==> src/blp_pkg.sv <==
// Package for the LED blink pattern sequencer: phase kinds, field widths,
// shared structs and the pattern ROM as a constant lookup function.
// No dependencies.
package blp_pkg;

   localparam int MODE_WIDTH  = 3;
   localparam int PHASE_WIDTH = 3;
   localparam int LEVEL_WIDTH = 16;
   localparam int DUR_WIDTH   = 21;
   localparam int NOW_WIDTH   = 32;

   localparam logic [MODE_WIDTH-1:0]  NUM_MODES      = 3'd6;
   localparam logic [LEVEL_WIDTH-1:0] ON_LEVEL_RESET = 16'd80;

   typedef enum logic [1:0] {
      KIND_END  = 2'd0,
      KIND_LOOP = 2'd1,
      KIND_ON   = 2'd2,
      KIND_OFF  = 2'd3
   } kind_type;

   typedef enum logic {
      OP_TICK     = 1'b0,
      OP_SET_MODE = 1'b1
   } op_type;

   typedef struct packed {
      kind_type               kind;
      logic [DUR_WIDTH-1:0]   duration;
   } phase_type;

   // Sequencer position shared between the top level and the step logic.
   typedef struct packed {
      logic [MODE_WIDTH-1:0]  mode;
      logic [PHASE_WIDTH-1:0] phase;
   } seq_state_type;

   typedef struct packed {
      logic                   written;
      logic [LEVEL_WIDTH-1:0] level;
   } drive_type;

   // Pattern table. Unlisted phases read as END with no duration, and an
   // unknown mode reads the error pattern.
   function automatic phase_type rom_lookup(input logic [MODE_WIDTH-1:0] mode,
                                            input logic [PHASE_WIDTH-1:0] idx);
      phase_type p;
      p = '{kind: KIND_END, duration: '0};
      case (mode)
         3'd1: begin
            case (idx)
               3'd0: p = '{KIND_ON,   21'd100000};
               3'd1: p = '{KIND_OFF,  21'd100000};
               3'd2: p = '{KIND_ON,   21'd100000};
               3'd3: p = '{KIND_OFF,  21'd1700000};
               3'd4: p = '{KIND_LOOP, 21'd0};
               default: p = '{KIND_END, 21'd0};
            endcase
         end
         3'd2: begin
            case (idx)
               3'd0: p = '{KIND_ON,   21'd250000};
               3'd1: p = '{KIND_OFF,  21'd250000};
               3'd2: p = '{KIND_LOOP, 21'd0};
               default: p = '{KIND_END, 21'd0};
            endcase
         end
         3'd3: begin
            case (idx)
               3'd0: p = '{KIND_ON,   21'd200000};
               3'd1: p = '{KIND_OFF,  21'd1800000};
               3'd2: p = '{KIND_LOOP, 21'd0};
               default: p = '{KIND_END, 21'd0};
            endcase
         end
         3'd4: begin
            case (idx)
               3'd0: p = '{KIND_ON,   21'd0};
               default: p = '{KIND_END, 21'd0};
            endcase
         end
         3'd5: begin
            case (idx)
               3'd0: p = '{KIND_ON,   21'd100000};
               3'd1: p = '{KIND_OFF,  21'd100000};
               3'd2: p = '{KIND_ON,   21'd100000};
               3'd3: p = '{KIND_OFF,  21'd100000};
               3'd4: p = '{KIND_ON,   21'd100000};
               3'd5: p = '{KIND_OFF,  21'd500000};
               3'd6: p = '{KIND_LOOP, 21'd0};
               default: p = '{KIND_END, 21'd0};
            endcase
         end
         default: begin
            // Error pattern, also used for modes beyond the table.
            case (idx)
               3'd0: p = '{KIND_ON,   21'd100000};
               3'd1: p = '{KIND_OFF,  21'd100000};
               3'd2: p = '{KIND_LOOP, 21'd0};
               default: p = '{KIND_END, 21'd0};
            endcase
         end
      endcase
      return p;
   endfunction

endpackage

==> src/blp_step.sv <==
// Combinational step logic of the blink sequencer: from the registered item
// and the current position, works out the next position, change time and drive.
// Depends on blp_pkg.
module blp_step import blp_pkg::*; #(
   parameter int TIME_WIDTH = 32
) (
   input  logic                   item_op,
   input  logic [MODE_WIDTH-1:0]  item_mode,
   input  logic [NOW_WIDTH-1:0]   item_now,
   input  logic [LEVEL_WIDTH-1:0] on_level,
   input  seq_state_type          state_cur,
   input  logic [TIME_WIDTH-1:0]  change_cur,
   output seq_state_type          state_next,
   output logic [TIME_WIDTH-1:0]  change_next,
   output drive_type              drive
);

   logic [TIME_WIDTH-1:0]  now_t;
   logic [TIME_WIDTH-1:0]  diff;
   phase_type              cur_phase;
   phase_type              sel_phase;
   phase_type              first_phase;
   phase_type              used_phase;
   logic                   do_apply;
   logic [MODE_WIDTH-1:0]  sel_mode;
   logic [PHASE_WIDTH-1:0] sel_idx;
   logic [TIME_WIDTH-1:0]  dur_t;

   assign now_t     = TIME_WIDTH'({{TIME_WIDTH{1'b0}}, item_now});
   assign diff      = now_t - change_cur;
   assign cur_phase = rom_lookup(state_cur.mode, state_cur.phase);

   // Choose which phase is to be applied, if any.
   always_comb begin
      do_apply = 1'b0;
      sel_mode = state_cur.mode;
      sel_idx  = state_cur.phase;
      if (item_op == OP_SET_MODE) begin
         if (item_mode < NUM_MODES && item_mode != state_cur.mode) begin
            do_apply = 1'b1;
            sel_mode = item_mode;
            sel_idx  = '0;
         end
      end else if (cur_phase.kind != KIND_END && !diff[TIME_WIDTH-1]) begin
         do_apply = 1'b1;
         sel_idx  = state_cur.phase + PHASE_WIDTH'(1);
      end
   end

   assign sel_phase   = rom_lookup(sel_mode, sel_idx);
   assign first_phase = rom_lookup(sel_mode, '0);
   assign used_phase  = (sel_phase.kind == KIND_LOOP) ? first_phase : sel_phase;
   assign dur_t       = TIME_WIDTH'({{TIME_WIDTH{1'b0}}, used_phase.duration});

   always_comb begin
      state_next  = state_cur;
      change_next = change_cur;
      drive       = '{written: 1'b0, level: '0};
      if (do_apply) begin
         state_next.mode  = sel_mode;
         state_next.phase = (sel_phase.kind == KIND_LOOP) ? '0 : sel_idx;
         // An END phase leaves the index moved on but applies nothing.
         if (sel_phase.kind != KIND_END) begin
            change_next   = now_t + dur_t;
            drive.written = 1'b1;
            drive.level   = (used_phase.kind == KIND_ON) ? on_level : '0;
         end
      end
   end

endmodule

==> src/led_blink_pattern_sequencer.sv <==
// LED blink pattern sequencer, top level. A beat accepted on req_ goes
// through the input and result registers to rsp_. Throughput: one beat a
// cycle while rsp_tready does not stall. Reset (synchronous, active high)
// selects the error pattern at phase 0, clears the change time to zero and
// sets the on level to 80. Depends on blp_pkg and blp_step.
module led_blink_pattern_sequencer import blp_pkg::*; #(
   parameter int TIME_WIDTH = 32
) (
   input  logic        clock,
   input  logic        reset,
   // Configuration write channel: the on level.
   input  logic        csr_valid,
   output logic        csr_ready,
   input  logic [15:0] csr_data,
   // Input items.
   input  logic        req_tvalid,
   output logic        req_tready,
   input  logic [39:0] req_tdata,   // [2:0] mode, [34:3] now_time, [39:35] zero
   input  logic        req_tuser,   // [0] operation
   // Result items.
   output logic        rsp_tvalid,
   input  logic        rsp_tready,
   output logic [15:0] rsp_tdata,   // [15:0] drive_level
   output logic        rsp_tuser    // [0] drive_written
);

   // The design is two registers deep. The input register holds one accepted
   // beat; the step logic reads it together with the sequencer position and,
   // as the beat moves on, updates the position and fills the result register.
   // Because the position is updated in the same edge as the result, the next
   // beat sees it at once: one beat a cycle while rsp_tready does not stall.

   logic                   in_valid_ff, in_valid_in;
   logic                   in_op_ff,    in_op_in;
   logic [MODE_WIDTH-1:0]  in_mode_ff,  in_mode_in;
   logic [NOW_WIDTH-1:0]   in_now_ff,   in_now_in;

   seq_state_type          state_ff,    state_in;
   logic [TIME_WIDTH-1:0]  change_ff,   change_in;
   logic [LEVEL_WIDTH-1:0] on_level_ff, on_level_in;

   logic                   rsp_valid_ff, rsp_valid_in;
   drive_type              rsp_drive_ff, rsp_drive_in;

   seq_state_type          step_state;
   logic [TIME_WIDTH-1:0]  step_change;
   drive_type              step_drive;
   logic                   advance;
   logic                   fire;

   // The result register can take a new beat when it is empty or being read.
   assign advance    = !rsp_valid_ff || rsp_tready;
   assign fire       = in_valid_ff && advance;
   assign req_tready = !in_valid_ff || advance;
   assign csr_ready  = 1'b1;

   blp_step #(
      .TIME_WIDTH (TIME_WIDTH)
   ) u_step (
      .item_op     (in_op_ff),
      .item_mode   (in_mode_ff),
      .item_now    (in_now_ff),
      .on_level    (on_level_ff),
      .state_cur   (state_ff),
      .change_cur  (change_ff),
      .state_next  (step_state),
      .change_next (step_change),
      .drive       (step_drive)
   );

   always_comb begin
      in_valid_in = in_valid_ff;
      in_op_in    = in_op_ff;
      in_mode_in  = in_mode_ff;
      in_now_in   = in_now_ff;
      if (req_tready) begin
         in_valid_in = req_tvalid;
         in_op_in    = req_tuser;
         in_mode_in  = req_tdata[2:0];
         in_now_in   = req_tdata[34:3];
      end
   end

   always_comb begin
      state_in     = state_ff;
      change_in    = change_ff;
      rsp_valid_in = rsp_valid_ff;
      rsp_drive_in = rsp_drive_ff;
      if (advance) begin
         rsp_valid_in = in_valid_ff;
      end
      if (fire) begin
         state_in     = step_state;
         change_in    = step_change;
         rsp_drive_in = step_drive;
      end
   end

   // Every write is taken at once; writes are expected only while no beat is
   // in flight, so that each beat sees a single on level.
   assign on_level_in = (csr_valid && csr_ready) ? csr_data : on_level_ff;

   always_ff @(posedge clock) begin
      if (reset) begin
         in_valid_ff  <= 1'b0;
         rsp_valid_ff <= 1'b0;
         state_ff     <= '{mode: '0, phase: '0};
         change_ff    <= '0;
         on_level_ff  <= ON_LEVEL_RESET;
      end else begin
         in_valid_ff  <= in_valid_in;
         rsp_valid_ff <= rsp_valid_in;
         state_ff     <= state_in;
         change_ff    <= change_in;
         on_level_ff  <= on_level_in;
      end
   end

   // Payload registers carry no reset.
   always_ff @(posedge clock) begin
      in_op_ff     <= in_op_in;
      in_mode_ff   <= in_mode_in;
      in_now_ff    <= in_now_in;
      rsp_drive_ff <= rsp_drive_in;
   end

   assign rsp_tvalid = rsp_valid_ff;
   assign rsp_tdata  = rsp_drive_ff.level;
   assign rsp_tuser  = rsp_drive_ff.written;

endmodule

==> config.mk <==
export PLATFORM = sky130hd
export DESIGN_NAME = led_blink_pattern_sequencer
export DESIGN_NICKNAME = d
export VERILOG_FILES = /design/src/blp_pkg.sv /design/src/blp_step.sv /design/src/led_blink_pattern_sequencer.sv
export SDC_FILE = /design/constraint.sdc
export NUM_CORES = 1
export LEC_CHECK = 0
export ABC_AREA = 1
export BUFFER_PORTS_ARGS = -buffer_cell sky130_fd_sc_hd__buf_2
export CAP_MARGIN = 20
export CORE_ASPECT_RATIO = 1.75
export CORE_MARGIN = 2
export CORE_UTILIZATION = 50
export DETAILED_ROUTE_END_ITERATION = 8
export MAX_ROUTING_LAYER = met4
export PLACE_DENSITY = 0.73
export SYNTH_ARGS = -nofsm -noshare
export SYNTH_HDL_FRONTEND = slang
export SYNTH_SLANG_ARGS = --single-unit
==> constraint.sdc <==
create_clock -name clock -period 4.5 [get_ports clock]
set_input_delay 0.45 -clock clock [delete_from_list [all_inputs] [get_ports clock]]
set_output_delay 0.45 -clock clock [all_outputs]
set_load 0.01 [all_outputs]
## Word level (Yosys, flattened, before mapping)

Index checks and enable logic that the tools add are counted.

- Register bits: 109
- Output and inout port bits: 20

- $lt $le $gt $ge: 1
- $add $sub $neg: 3
- Equality and inequality tests: 25
- Multiplexer cells: 27
- Reduce and logical (&&, ||, !) cells: 21

Operators with widths:

| operator | count |
|---|---|
| $pmux 23 s3 | 6 |
| $pmux 23 s4 | 4 |
| $pmux 23 s5 | 2 |
| $mux 23 | 3 |
| $pmux 18 s3 | 1 |
| $add 32x21->32 | 1 |
| $sub 32x32->32 | 1 |
| $eq 3x3->1 const B | 10 |
| $eq 3x2->1 const B | 8 |
| $mux 3 | 6 |
| $mux 17 | 1 |
| $mux 16 | 1 |
| $eq 3x1->1 const B | 4 |
| $reduce_or 2->1 | 4 |
| $logic_not 3->1 | 2 |
| $reduce_and 3->1 | 2 |
| $reduce_or 3->1 | 2 |
| $reduce_bool 2->1 | 2 |
| $add 3x1->3 const B | 1 |
| $logic_and 1x1->1 | 3 |
| $logic_not 1->1 | 3 |
| $lt 3x3->1 const B | 1 |
| $mux 1 | 3 |
| $ne 3x3->1 | 1 |
| other kinds (4) | 5 |

## Depth between registers and ports, before layout

Gate-level depths: netlist of the first run.

- Word-level depth: 17
- Mapped depth: 43

## Cells and area by module

From an unflattened synthesis of the first run, not the netlist that was laid out.

- Cells, all modules: 964
- Area total of the unflattened synthesis: 7074.3 um^2

By module, submodules not included:

| module | times used | cells each | area each (um^2) |
|---|---|---|---|
| led_blink_pattern_sequencer | 1 | 383 | 3932.5 |
| blp_step | 1 | 581 | 3141.8 |

## Least setup slack after synthesis of the first run

Ideal clock, no wire load.

- Path type: register to register
- Start point: register in_now_ff[22]
- End point: register change_ff[31]
- Cell stages (with the launch flop): 34
- Clock period less this slack: 4.824 ns
- Required time: 4.385 ns
- Setup slack: -0.324 ns
- Setup time: 0.115 ns
- Data arrival time: 4.710 ns
- Path through: edfxtp_1 -> ha_1 -> a21o_1 -> nor2_1 -> nand2_1 -> a21oi_1 -> nand2_1 -> nand2_2 -> nand3_2 -> nand2_2 -> nand3_2 -> nand2_4 -> inv_2 -> o21ai_2 -> nand3_1 -> o21ai_0 -> ha_1 -> inv_1 -> or2_2 -> inv_1 -> a31oi_1 -> ha_1 -> nand2_1 -> nor3_1 -> nand3_1 -> o2111ai_2 -> a21boi_2 -> o21bai_1 -> nand2_1 -> o21ai_2 -> nand3_1 -> xnor2_1 -> nor2_1 -> nor2_1

- Cells in the longest elaborated chain, start to end: 12
- Elaborated cells on any way between the ends: 29

Ends and longest elaborated chain:

| element | RTL line | RTL |
|---|---|---|
| start: declaration | led_blink_pattern_sequencer.sv:36 | `logic [NOW_WIDTH-1:0] in_now_ff, in_now_in;` |
| start signal: assignment | led_blink_pattern_sequencer.sv:123 | `in_now_ff <= in_now_in;` |
| $sub 32x32->32 | blp_step.sv:30 | `assign diff = now_t - change_cur;` |
| $logic_not 1->1 | blp_step.sv:44 | `end else if (cur_phase.kind != KIND_END && !diff[TIME_WIDTH-1]) begin` |
| $logic_and 1x1->1 | blp_step.sv:44 |  |
| $mux 3 | blp_step.sv:44 |  |
| $mux 3 | blp_step.sv:38 | `if (item_op == OP_SET_MODE) begin` |
| $eq 3x3->1, or another cell as far along | blp_pkg.sv:51, blp_pkg.sv:83 |  |
| $reduce_or 3->1 (no line) / $reduce_or 2->1 (equally long branches) | - |  |
| $pmux 23 s4 (on tied branches) | blp_pkg.sv:83, blp_pkg.sv:51 |  |
| $pmux 23 s5 | blp_pkg.sv:49 | `case (mode)` |
| $eq 2x1->1 | blp_step.sv:52 | `assign used_phase = (sel_phase.kind == KIND_LOOP) ? first_phase : sel_phase;` |
| $mux 23 | blp_step.sv:52 |  |
| $add 32x21->32 | blp_step.sv:64 | `change_next = now_t + dur_t;` |
| end signal: assignment | led_blink_pattern_sequencer.sv:114 | `change_ff <= change_in;` |
| end: declaration | led_blink_pattern_sequencer.sv:39 | `logic [TIME_WIDTH-1:0] change_ff, change_in;` |

Parallel ways exist; a longest one is shown, timed or not.
A chain may end at the register's enable or synchronous reset.

## Worst setup path after layout of the first run

- Start point: register in_now_ff[13]
- End point: register change_ff[31]

The elaborated chain is that of the path after synthesis.

==> results of run 1 <==
==> worst register-to-register path: cells and delay by family, from the launching register on <==
kind	cells	cell delay (ns)
buffers and inverters	4	0.42
AOI/OAI and AO/OA	6	1.08
and+or+nand+nor	20	2.36
xor gates and xnor gates	1	0.24
adders and majority gates	3	0.80
DFF	1	0.46
==> placed cells by master, fill, tap and decap left out, types with 3 or more instances in the layout <==
master / netlist / routed
xnor2_1: 13 / 9
nand2_1: 128 / 100
nor3_1: 6 / 4
nand3_1: 31 / 20
a21oi_2: 2 / 20
ha_1: 54 / 33
nand2_2: 6 / 27
clkbuf_16: 0 / 9
buf_6: 3 / 8
a21o_1: 5 / 5
a21oi_1: 88 / 65
nor2_1: 59 / 53
nand4_1: 8 / 8
edfxtp_1: 53 / 53
inv_1: 111 / 101
clkinv_8: 0 / 3
xor2_1: 16 / 12
a21oi_4: 0 / 5
nand2_4: 2 / 8
xor2_2: 0 / 4
nor2_2: 3 / 7
o21ai_4: 1 / 5
clkinv_4: 0 / 3
o21ai_1: 23 / 23
ha_4: 0 / 20
buf_2: 3 / 75
nand3_2: 6 / 9
o21ai_2: 3 / 5
inv_2: 7 / 14
nor2_4: 2 / 4
o21ai_0: 39 / 33
nand3_4: 0 / 8
dfxtp_1: 56 / 56
xnor2_2: 0 / 4
buf_4: 1 / 159
==> how the worst max path moves through the flow <==
stage	end	depth (start not counted)
floorplan	change_ff[31]$_SDFFE_PP0P_	33
detailed placement	change_ff[24]$_SDFFE_PP0P_	35
CTS	change_ff[30]$_SDFFE_PP0P_	35
global placement	change_ff[24]$_SDFFE_PP0P_	34
finish	change_ff[31]$_SDFFE_PP0P_	34
global route	change_ff[28]$_SDFFE_PP0P_	36
==> routing by layer <==
layer	vias to the layer above	part of all wire	wire length [um]	global-route usage
li1	3004	-	-	-
met1	2982	0.34	7000	0.251
met2	328	0.53	10800	0.489
met3	143	0.051	1050	0.0433
met4	0	0.081	1650	0.182
met5	-	0	0	-
==> sequential cells by signal, indices dropped and copies added, names as in the netlist <==
register,cells
state_ff,6
rsp_tdata,16
in_now_ff,32
rsp_tuser,1
in_op_ff,1
rsp_tvalid,1
in_valid_ff,1
change_ff,32
on_level_ff,16
in_mode_ff,3
==> kinds of logic (layout without fill, tap and decap cells) <==
family	count (synthesis)	in the layout
AND/OR/NAND/NOR	258	258
buffers and inverters	136	379
XOR/XNOR	29	29
adder cells (fa/ha/maj)	55	55
AO/OA/AOI/OAI	175	175
flip-flops	109	109
other	1	1
==> stage by stage <==
step,instances,util
CTS,1158,0.705
global placement,1114,0.628
floorplan,763,-
finish,1174,0.746
global route,1174,0.746
detailed placement,1114,0.628
==> cell type report <==
class                   count  area share
multi-input cells         518       0.420
flip-flops and latches    109       0.292
repair buffers            243       0.181
inverters                 120      0.0500
clock buffers               9      0.0243
well taps                 168      0.0227
clock inverters             7     0.00984
==> power groups by stage <==
| stage | Sequential (mW) | Combinational [mW] | Clock (mW) |
|---|---|---|---|
| 2_1_floorplan | 1.18 | 0.712 | 0 |
| 3_3_place_gp | 1.18 | 1.17 | 0 |
| 3_5_place_dp | 1.18 | 1.19 | 0 |
| 4_1_cts | 1.16 | 1.42 | 0.827 |
| 5_1_grt | 1.17 | 1.89 | 0.861 |
| 6_report | 1.16 | 1.77 | 0.818 |
==> timing repair <==
item / CTS / global route
hold endpoints to repair: 0 / 0
endpoints found under the setup margin: 22 / 25
gates resized for setup: 91 / 72
pin swaps: 48 / 63
buffers inserted: 28 / 16
==> results by group, run 1 <==
Run status
  • Status: finished, violations left
  • Violated checks: negative setup slack

Clocking
  • Max Root-Sink Buffers: 2
  • Clock Pin Slew Worst Setup and Hold Paths: about 0.080 ns
  • Clock Latency Late Sink: approximately 0.37 ns
  • Root Buffer: clkbuf_16
  • CTS tree: built
  • Clock sinks: between 100 and 150
  • Hold buffer count at CTS: 0
  • Num CTS Buffers: 9
  • H-tree Lvls: 3

Routing
  • DR vias/cell: 5.50
  • Via count: roughly 6.5k
  • DRT iter0 DRCs: between 400 and 500
  • Detail Route Antenna Nets: 0
  • WL final: between 20,000 and 25,000 um
  • Drt wl/cell: around 17 um
  • Drt drc: 0
  • First-pass DRT Iterations: 5

Placed design
  • Pre-CTS setup slack: -0.534 ns
  • Port Buf Inserts: 75
  • Placed cell areas: approximately 0.008 sq mm
  • DP HPWL: 11,500 um
  • Final Wtd Congestion: between 0.9 and 1

Synth
  • Syn_area_per_cell: just over 8 sq um
  • Yosys warns: 0
  • Netlist cell types: between 40 and 50
  • Top-area cell type share of the netlist area: 0.252
  • Sequential area share after synthesis: 0.429
  • Largest family of logic cells by synthesized area: simple AND/OR/NAND/NOR gates
  • Synth cell count leaders: 128 x nand2_1, 111 x inv_1, 88 x a21oi_1
  • Top post-synthesis cells by area: edfxtp_1 25%, dfxtp_1 18%, ha_1 11%, nand2_1 7.6%, a21oi_1 7.0%
  • Multiplexer area fraction after synthesis: 0
  • Adder-Cell Fraction of Synth Area: 0.110
  • Synth Area in Compound Gates: 0.153
  • Post-Synthesis Cells: roughly 760
  • Synthesized flop and latch total: roughly 110
  • Synth area leader: edfxtp_1
  • Top-count cell post-synth: nand2_1
  • Simple-Gate Fraction of Synth Area: 0.181
  • Ys async rst share: 0
  • Net Count, Synth: approximately 900
  • Post-synth EDFFs: 53
  • Main synth FF type: dfxtp_1
  • XOR/XNOR share of the synthesized area: 0.0402
  • Mapped Area: around 0.0063 sq mm

STA
  • Slew Viols, Final: 0
  • RSZ-0062 raised after global routing: yes
  • Hold slack: 0.251 ns
  • Fmax: approximately 180 MHz
  • Clk_skew: around 0.0098 ns
  • Least-Margin Pin Slew: roughly 0.80 ns
  • Fin crit period: roughly 5.4 ns
  • Final Hold Viols: 0
  • Relative slew slack: 0.465
  • Final setup fails: 25
  • Final setup margin: -0.911 ns
  • Final period util: 1.20
  • TNS Setup: -14.48 ns

Worst setup path
  • R2r endpoint: change_ff[31]$_SDFFE_PP0P_
  • Maximum fanout along the worst path: 6
  • Crit-path leading delay family: simple AND/OR/NAND/NOR gates
  • CP Launch Type: flop
  • Critical Path RT: ~4.8 ns
  • CP Capture Type: flop
  • WP buf/inv: 4
  • Slowest stage delay, CP: about 0.46 ns
  • R2R cell count: 34
  • Critical path's slowest cell: edfxtp_1
  • Worst r2r src: in_now_ff[13]$_DFFE_PP_
  • Setup Crit Path Kind: flop to flop
  • Reg2reg setup slack: -0.91 ns
  • Critical Path Most Common Cell: nand2_1
  • Arr. time, crit path: 5.71 ns
  • CP startpoint: in_now_ff[13]$_DFFE_PP_

Global route
  • Global-route wire length before repair: between 20,000 and 30,000 um
  • Remaining Overflow, GRT: 0
  • Number of global-route vias before repair: between 6k and 7k
  • Largest net degree at the start of global routing: around 50
  • Initial antenna violation count: 0
  • GRT Util Overall: 0.272

Floorplan
  • Die width: 89.0 um
  • Core box area: 0.0124 sq mm
  • Die height: around 150 um
  • Starting Density: 0.508
  • Die area: about 0.014 sq mm
  • I/O Pins: 82
  • Num rows: 54

Final layout
  • Share of cells above drive strength 1: 0.418
  • Multi-input logic area: slightly below 0.004 sq mm
  • Filler cells: ~840
  • Finished Cell Area: 0.00928 sq mm
  • FF+latch area: around 0.0027 sq mm
  • Synthesis-to-layout area growth: 46.8%
  • ANT cells: 0
  • Net count, final: roughly 1.1k

Power
  • Switch Pwr: around 1.4 mW
  • Tot Pwr: 3.76 mW
  • Comb power frac: 0.472
  • Pleak: roughly 4.2 nW
  • Worst VDD drop: approximately 0.27 mV
  • Part of the power in registers: 0.310
  • Int Power: between 2 and 2.5 mW
  • Pwr/cell area: around 400 mW/mm^2
  • Clock share of power: 0.218
  • Net Sw Frac: 0.379

Min path
  • Hold path start: req_tdata[31]
  • Worst hold path endpoint: in_now_ff[28]$_DFFE_PP_
  • Worst min path class: input port to flop
  • Hold depth: 1

Run
  • Max Cap Viol: 0
(Power assumes the default switching activity.)
==> run 2: changes to the inputs <==
BUFFER_PORTS_ARGS = -buffer_cell sky130_fd_sc_hd__buf_4   (was -buffer_cell sky130_fd_sc_hd__buf_2)
==> results by group, run 2 (synthesis gave the netlist of run 1 again) <==
Routing
  • Via count: about 6.6k
  • Detail Route Antenna Nets: 0
  • Drt drc: 0
  • DRT iter0 DRCs: between 400 and 500
  • DR vias/cell: 5.57
  • WL final: 20,900 um
  • First-pass DRT Iterations: 5
  • Drt wl/cell: 17.7 um

Global route
  • GRT Util Overall: 0.279
  • Number of global-route vias before repair: 6,451
  • Largest net degree at the start of global routing: 39
  • Global-route wire length before repair: around 29,000 um
  • Initial antenna violation count: 0
  • Remaining Overflow, GRT: 0

Worst setup path
  • R2r endpoint: change_ff[28]$_SDFFE_PP0P_
  • Critical Path RT: between 4 and 5 ns
  • Slowest stage delay, CP: 0.45 ns
  • CP Capture Type: flop
  • Arr. time, crit path: approximately 5.5 ns
  • Critical path's slowest cell: edfxtp_1
  • Reg2reg setup slack: -0.69 ns
  • R2R cell count: 35
  • CP Launch Type: flop
  • Maximum fanout along the worst path: 6
  • Worst r2r src: in_now_ff[28]$_DFFE_PP_
  • Setup Crit Path Kind: flop to flop

Power
  • Pwr/cell area: 395 mW/mm^2
  • Worst VDD drop: 0.259 mV
  • Int Power: between 2 and 2.5 mW
  • Net Sw Frac: 0.378
  • Pleak: around 4.3 nW
  • Tot Pwr: roughly 3.8 mW
  • Part of the power in registers: 0.309
  • Switch Pwr: between 1 and 1.5 mW
  • Comb power frac: 0.470
  • Clock share of power: 0.221

Clocking
  • Num CTS Buffers: 9
  • Root Buffer: clkbuf_16
  • Clock sinks: 109
  • CTS tree: built
  • H-tree Lvls: 3
  • Clock Pin Slew Worst Setup and Hold Paths: ~0.09 ns
  • Clock Latency Late Sink: ~0.38 ns
  • Hold buffer count at CTS: 0
  • Max Root-Sink Buffers: 2

STA
  • TNS Setup: -9.78 ns
  • Final setup margin: -0.686 ns
  • Final Hold Viols: 0
  • Least-Margin Pin Slew: 0.772 ns
  • Fmax: between 150 and 200 MHz
  • Final setup fails: 22
  • Slew Viols, Final: 0
  • Hold slack: 0.238 ns
  • Fin crit period: slightly above 5 ns
  • Clk_skew: about 0.015 ns
  • Relative slew slack: 0.485
  • Final period util: 1.15
  • RSZ-0062 raised after global routing: yes

Min path
  • Worst hold path endpoint: in_now_ff[13]$_DFFE_PP_
  • Worst min path class: input port to flop
  • Hold depth: 1
  • Hold path start: req_tdata[16]

Floorplan
  • Die area: around 0.014 sq mm
  • Starting Density: 0.508
  • Die height: between 150 and 200 um
  • Num rows: 54
  • Core box area: 0.0124 sq mm
  • Die width: ~90 um
  • I/O Pins: 82

Final layout
  • Filler cells: around 790
  • Most common cell after layout, fill and taps aside: buf_4
  • Finished Cell Area: between 0.009 and 0.01 sq mm
  • Most frequent cells in the layout: 230 x buf_4, 100 x inv_1, 97 x nand2_1
  • Share of cells above drive strength 1: 0.430
  • ANT cells: 0
  • Top flop regs: change_ff x32, in_now_ff x32
  • Synthesis-to-layout area growth: 51.5%
  • Fin cells: around 1.2k
  • Final Core Density: 0.770
  • Net count, final: around 1.1k

Placed design
  • Placed cell areas: a little over 0.008 sq mm
  • DP HPWL: ~13,000 um
  • Placed Cells incl. Taps: roughly 1.1k
  • Final Wtd Congestion: approximately 1.0
  • Port Buf Inserts: 75
  • Pre-CTS setup slack: -0.585 ns

Run status
  • Violated checks: negative setup slack
  • Status: finished, violations left

Run
  • Max Cap Viol: 0
==> run 2: cell count changes in the layout (fill, tap and decap cells not counted), moves of 4 or more <==
cell	before	now
buf_2	75	0
buf_4	159	230
buf_6	8	17
nand3_2	9	15
nand3_4	8	4
nor2_1	53	48
nor2_2	7	11
==> run 2: worst max-delay path by stage <==
| stage | slack [ns] | endpoint | from | cells after the start |
|---|---|---|---|---|
| after detailed placement | -0.59 | change_ff[31]$_SDFFE_PP0P_ | in_now_ff[10]$_DFFE_PP_ | 36 |
| after floorplan | -0.005 | change_ff[31]$_SDFFE_PP0P_ | in_now_ff[22]$_DFFE_PP_ | 33 |
| after global placement | -0.47 | change_ff[31]$_SDFFE_PP0P_ | in_now_ff[14]$_DFFE_PP_ | 35 |
| after global routing | -0.86 | change_ff[28]$_SDFFE_PP0P_ | in_now_ff[28]$_DFFE_PP_ | 37 |
| after CTS | -0.34 | change_ff[31]$_SDFFE_PP0P_ | in_now_ff[9]$_DFFE_PP_ | 37 |
| final | -0.69 | change_ff[28]$_SDFFE_PP0P_ | in_now_ff[28]$_DFFE_PP_ | 35 |
==> run 2: repair_timing <==
| action | 4_1_cts | 5_1_grt |
|---|---|---|
| buffers inserted | 17 | 19 |
| hold endpoints to repair | 0 | 0 |
| setup endpoints to repair | 22 | 26 |
| pin swaps | 66 | 73 |
| gates resized for setup | 88 | 95 |
==> run 2: metal layers <==
metal,vias up,share of wire,global-route usage
met4,0,0.076,0.208
met1,3102,0.33,0.250
li1,3017,-,-
met5,-,0,-
met2,329,0.54,0.500
met3,121,0.052,0.0412
==> run 2: final cells by class <==
class	count	area, sq um	area share
Clock buffer	9	225	0.0235
Inverter	120	464	0.0485
Tap cell	168	210	0.0220
Clock inverter	7	90.1	0.00941
Multi-Input combinational cell	518	3930	0.411
Sequential cell	109	2710	0.284
Timing Repair Buffer	248	1940	0.203
==> run 2: power by group through the flow <==
| stage | combinational, mW | sequential [mW] | clock [mW] |
|---|---|---|---|
| floorplan | 0.712 | 1.18 | 0 |
| global placement | 1.22 | 1.18 | 0 |
| detailed placement | 1.25 | 1.19 | 0 |
| CTS | 1.44 | 1.16 | 0.835 |
| global route | 1.88 | 1.17 | 0.867 |
| finish | 1.78 | 1.17 | 0.836 |
==> run 2: worst max-delay path, delay by kind of cell (launching register included) <==
| kind | cells | cell delay [ns] |
|---|---|---|
| compound gates | 7 | 1.12 |
| xor+xnor | 1 | 0.13 |
| fa+ha+maj | 3 | 0.90 |
| buf+inv | 4 | 0.44 |
| flops | 1 | 0.45 |
| simple gates | 20 | 2.02 |
